[config.mk]
export PLATFORM = sky130hd
export DESIGN_NAME = lz77ld_ram
export DESIGN_NICKNAME = d
export VERILOG_FILES = /design/src/rtl/lz77ld_ram.sv
export SDC_FILE = /design/constraint.sdc
export NUM_CORES = 2
export LEC_CHECK = 0
export BUFFER_PORTS_ARGS = -buffer_cell sky130_fd_sc_hd__buf_2
export CORE_ASPECT_RATIO = 1.1
export CORE_MARGIN = 2
export CORE_UTILIZATION = 45
export DETAILED_ROUTE_END_ITERATION = 8
export PLACE_DENSITY = 0.66
export SLEW_MARGIN = 20
export SYNTH_ARGS = -nofsm -noshare
export SYNTH_HDL_FRONTEND = slang
export SYNTH_SLANG_ARGS = --single-unit
[constraint.sdc]
create_clock -name clk_i -period 5.9 [get_ports clk_i]
set_input_delay 1.18 -clock clk_i [delete_from_list [all_inputs] [get_ports clk_i]]
set_output_delay 1.18 -clock clk_i [all_outputs]
set_load 0.005 [all_outputs]
[src/rtl/lz77ld_ram.sv]
// Generic single-write, single-read RAM with registered read data.
module lz77ld_ram #(
  parameter int Width = 8,
  parameter int Depth = 256
) (
  input  logic                     clk_i,
  input  logic                     we_i,
  input  logic [$clog2(Depth)-1:0] waddr_i,
  input  logic [Width-1:0]         wdata_i,
  input  logic                     re_i,
  input  logic [$clog2(Depth)-1:0] raddr_i,
  output logic [Width-1:0]         rdata_o
);

  logic [Width-1:0] mem_q [Depth];

  always_ff @(posedge clk_i) begin
    if (we_i) begin
      mem_q[waddr_i] <= wdata_i;
    end
    if (re_i) begin
      rdata_o <= mem_q[raddr_i];
    end
  end

endmodule

* After elaboration in Yosys (flattened, before gate mapping)
Memory sizes are Yosys's and may differ from the RTL's. A register that Yosys moved wholly into a read port is not among the register bits.
Index checks and enable logic that the tools add are counted.
** Operators by class
- Add/sub/neg operators :: 0
- Multiply operators :: 0
- Divide/modulo/power cells :: 0
- $lt $le $gt $ge :: 0
- Eq/ne operators :: 0
- Shift-type cells :: 0
- Mux-type cells :: 2
- Bitwise operators :: 0
- Reduce and logical (&&, ||, !) cells :: 0
** Operators by type and width (number)
- 1-bit two-way mux :: 2
** Storage, ports and cells
- Flip-flop bits (word level) :: 0
- Bits in latches :: 0
- Bits in writable memories :: 2048
- Memory bits (read-only) :: 0
- Bits of input ports :: 27
- Output and inout port bits :: 8
- Logic and storage cells :: 3
- Memories :: 1
** Memories
- mem_q :: depth 256, width 8, read ports 1, clocked after Yosys merged registers in 1, wr ports 1, line 15 : logic [Width-1:0] mem_q [Depth];

* Depth between registers and ports, before layout
- Depth after elaboration :: 2
- Mapped depth :: 11

* Worst setup path after synthesis
Ideal clock, no wire load.
- Kind :: input port to flip-flop
- Start :: input port raddr_i[0]
- End :: register rdata_o[2] (read register of mem_q), data pin
- Arrival :: 2987 ps
- Data required time :: 5631 ps
- Slack :: 2644 ps
- Stages on the path :: 9
- Path buffers :: 4
- Cell sequence :: buf_6 -> buf_12 -> buf_8 -> buf_2 -> mux4_2 -> a22oi_1 -> a21oi_1 -> nor4_1 -> nor4_2
** RTL lines
- start: declaration :: line 11 : input logic [$clog2(Depth)-1:0] raddr_i,
- end: declaration :: line 12 : output logic [Width-1:0] rdata_o

==> reports/qor.yml <==
outcome: "finished, final reports clean"
pwr_density_cell_nw_per_um2: 335
max_slew_margin: 0.186
critical_path.cell_chain: "buf_8, buf_12, buf_12, mux4_2, a22oi_1, a21oi_1, nor4_1, buf_4, nor4_2"
grt_first_pass_wirelength_um: 281000
clkLatencyLatePin_ps: 840
timing.critical_path.fanout_max: 54
gpl.final_weighted_congestion: 0.856
io_pins: 35
post_synth.cell_area_avg_sq_um: 21.3
n_fill_cell: 13654
placementRows: 161
cap_viol_max_count: 0
route.antenna.remaining_nets: 0
design.die.area_sq_um: 180000
most_common_cell_on_crit_path: "sky130_fd_sc_hd__buf_12"
synth.distinct_cells: 54
clockRootBuffer: "sky130_fd_sc_hd__clkbuf_16"
synth_sequential_area_ratio: 0.775
report.final.setup_viol: 0
min_period_over_period: 0.681
count_of_flip_flops_with_a_built_in_enable_after_synthesis: 2056
initial_antenna_violation_count: 8
critical_path.slowest_cell: "sky130_fd_sc_hd__nor4_1"
placedInstanceArea_sq_um: 82600
routed_wire_length_per_instance_um: 30.7
cts_repair_resize_count: 0
post_synth_inst_count: 3733
timing.fmax_ghz: 0.249
floorplan.core_area_sq_um: 175000
finalInstanceArea_sq_um: 88700
multi_input_comb_area_sq_um: 16500
tritoncts_num_sinks: 2056
die_w_um: 405
synth_area_sq_um: 79600
top_cell_type_s_share_of_synthesized_area: 0.775
drc_errors: 0
critPathTopFamily: "buffers and inverters"
post_cts_buffers: 0
first_pass_iters: 6
clk_transition_reported_paths_ps: 60
clock_power_share: 0.408
criticalPathCategory: "primary input to register"
synth_nets: 3760
grt_remaining_overflow: 0
yosys-top-cells-count: "sky130_fd_sc_hd__edfxtp_1 (2056), sky130_fd_sc_hd__mux4_2 (454), sky130_fd_sc_hd__nor2_1 (282), sky130_fd_sc_hd__mux2i_1 (134), sky130_fd_sc_hd__a22oi_1 (133)"
transition_time_at_the_pin_with_the_least_slew_margin_ps: 1220
synth-async-reset-ratio: 0
initial_utilization: 0.454
final.setup.worst_slack_ps: 1880
intPower_mw: 23.3
tritoncts: "done"
finalSetupTns_ps: 0
die_y_um: 445
finalNetCount: 3869
critPathArrivalTime_ps: 4590
netSwitchingFraction: 0.214
buffer_and_inverter_count_on_the_worst_path: 4
timing.final.hold_violations: 0
pwr-share-comb: 0.048
drt_iter0_drc: 4981
flow.area_growth_from_synthesis_pct: 11.4
portBuffers: 34
final.setup_skew_ps: 36.8
hpwl_um: 119000
register_area_sq_um: 61700
drt-vias-per-instance: 6.08
grt_pass1_vias: 38857
cts_hold_buffers: 0
netlist.top_cell.by_area: "sky130_fd_sc_hd__edfxtp_1"
grt_start_max_net_pins: 152
groute.usage.overall: 0.218
final_period_minus_worst_setup_slack_ps: 4020
finalMaxSlewViolations: 0
wirelength_um: 195000
synth_top_flop_cell: "sky130_fd_sc_hd__edfxtp_1"
rsz0062_at_grt: "false"
hp-class: "primary input to register"
vdd_ir_drop_max_mv: 0.225
power_frac_seq: 0.543
routed-via-count: 38685
synthesis_warnings: 0
place_worst_setup_slack_ps: 1090
static-leakage-power_nw: 27.1
synth_area_leaders: "sky130_fd_sc_hd__edfxtp_1 (78%), sky130_fd_sc_hd__mux4_2 (13%), sky130_fd_sc_hd__mux2i_1 (1.7%), sky130_fd_sc_hd__nor2_1 (1.3%), sky130_fd_sc_hd__a22oi_1 (1.3%)"
setup.worst_path.start_class: "primary input"
clock_path_buffers: 3
cts-htree-levels: 4
numCtsBuffers: 196
cpPeakStageDelay_ps: 820
drive_above_1_share: 0.221
post-synth-top-count-cell: "sky130_fd_sc_hd__edfxtp_1"
timing.critical_path.to_type: "register"
synth.ff_latch_count: 2056
power_switching_mw: 6.35
endpoint_required_time_on_the_critical_path_ps: 6470
registers in the layout (all words and copies together) (netlist names):
register / cells
rdata_o: 8
mem_q: 2048
final timing paths:
check	end	cells after the start	startpoint	slack (ps)
hold reg to reg	rdata_o[5]$_DFFE_PP_	6	mem_q[33][5]$_DFFE_PP_	1090
hold / removal	rdata_o[0]$_DFFE_PP_	1	re_i	780
setup reg to reg	rdata_o[3]$_DFFE_PP_	6	mem_q[66][3]$_DFFE_PP_	2730
setup / recovery	rdata_o[0]$_DFFE_PP_	9	raddr_i[0]	1880
area by class of cell:
class                           count  share of cell area
Antenna cell                        4            0.000113
Clock buffer                      249              0.0587
Clock inverter                    106              0.0105
Inverter                            2           0.0000846
Multi-Input combinational cell   1442               0.186
Sequential cell                  2056               0.696
Tap cell                         2363              0.0333
Timing Repair Buffer              144              0.0155
cell families after synthesis:
logic type	synth area share
mux	0.146
buf+inv	0.0183
compound gates	0.0342
simple gates	0.0263
flops	0.775
worst reg2reg max path, delay by kind of cell (launching register included):
kind,cells,cell delay (ps)
AND/OR/NAND/NOR,2,1000
AO/OA/AOI/OAI,3,990
multiplexers,1,480
flip-flops,1,400
through the flow:
stage	hold WS [ps]	power, mW	cells	util
after global placement	1030	17.9	6006	0.470
after CTS	701	29.8	6361	0.506
final	783	29.7	6366	0.506
after global routing	739	30.4	6363	0.506
after detailed placement	1060	17.9	6006	0.471
after floorplan	864	17.2	3733	-
cell usage in the layout, fill, tap and decap left out, types with 4 or more instances in the layout:
cell / n
sky130_fd_sc_hd__edfxtp_1: 2056
sky130_fd_sc_hd__mux4_2: 454
sky130_fd_sc_hd__nor2_1: 275
sky130_fd_sc_hd__clkbuf_16: 201
sky130_fd_sc_hd__mux2i_1: 134
sky130_fd_sc_hd__a22oi_1: 133
sky130_fd_sc_hd__a21oi_1: 96
sky130_fd_sc_hd__buf_4: 89
sky130_fd_sc_hd__clkinv_1: 48
sky130_fd_sc_hd__clkbuf_1: 48
sky130_fd_sc_hd__o221ai_1: 46
sky130_fd_sc_hd__nand2_1: 33
sky130_fd_sc_hd__nand3_1: 32
sky130_fd_sc_hd__clkinv_2: 31
sky130_fd_sc_hd__o22ai_1: 28
sky130_fd_sc_hd__nor2b_1: 28
sky130_fd_sc_hd__nor4_1: 24
sky130_fd_sc_hd__buf_2: 23
sky130_fd_sc_hd__nor3_1: 22
sky130_fd_sc_hd__buf_12: 21
sky130_fd_sc_hd__a211oi_1: 16
sky130_fd_sc_hd__a221oi_1: 13
sky130_fd_sc_hd__bufinv_16: 11
sky130_fd_sc_hd__nand4_1: 10
sky130_fd_sc_hd__o211ai_1: 10
sky130_fd_sc_hd__o21ai_0: 10
sky130_fd_sc_hd__nand2b_1: 8
sky130_fd_sc_hd__a22o_1: 8
sky130_fd_sc_hd__buf_8: 7
sky130_fd_sc_hd__and2_1: 6
sky130_fd_sc_hd__o22a_1: 5
sky130_fd_sc_hd__clkinv_16: 5
sky130_fd_sc_hd__diode_2: 4
sky130_fd_sc_hd__or2_2: 4
sky130_fd_sc_hd__o32ai_1: 4
sky130_fd_sc_hd__nor2_2: 4
sky130_fd_sc_hd__inv_6: 4
power by group through the flow:
stage	Clock, mW	Combinational [mW]	Sequential [mW]
6_report	12.1	1.44	16.1
3_5_place_dp	0	1.44	16.4
2_1_floorplan	0	0.782	16.4
4_1_cts	12.3	1.44	16.1
5_1_grt	12.8	1.51	16.1
3_3_place_gp	0	1.42	16.4
per-layer routing:
| layer | vias up | track usage | share of wire |
|---|---|---|---|
| met5 | - | 0 | 0.00024 |
| met4 | 8 | 0.0674 | 0.030 |
| met3 | 333 | 0.0463 | 0.087 |
| met2 | 1768 | 0.353 | 0.49 |
| met1 | 20666 | 0.298 | 0.39 |
| li1 | 15910 | - | - |
(Power assumes the default switching activity.)
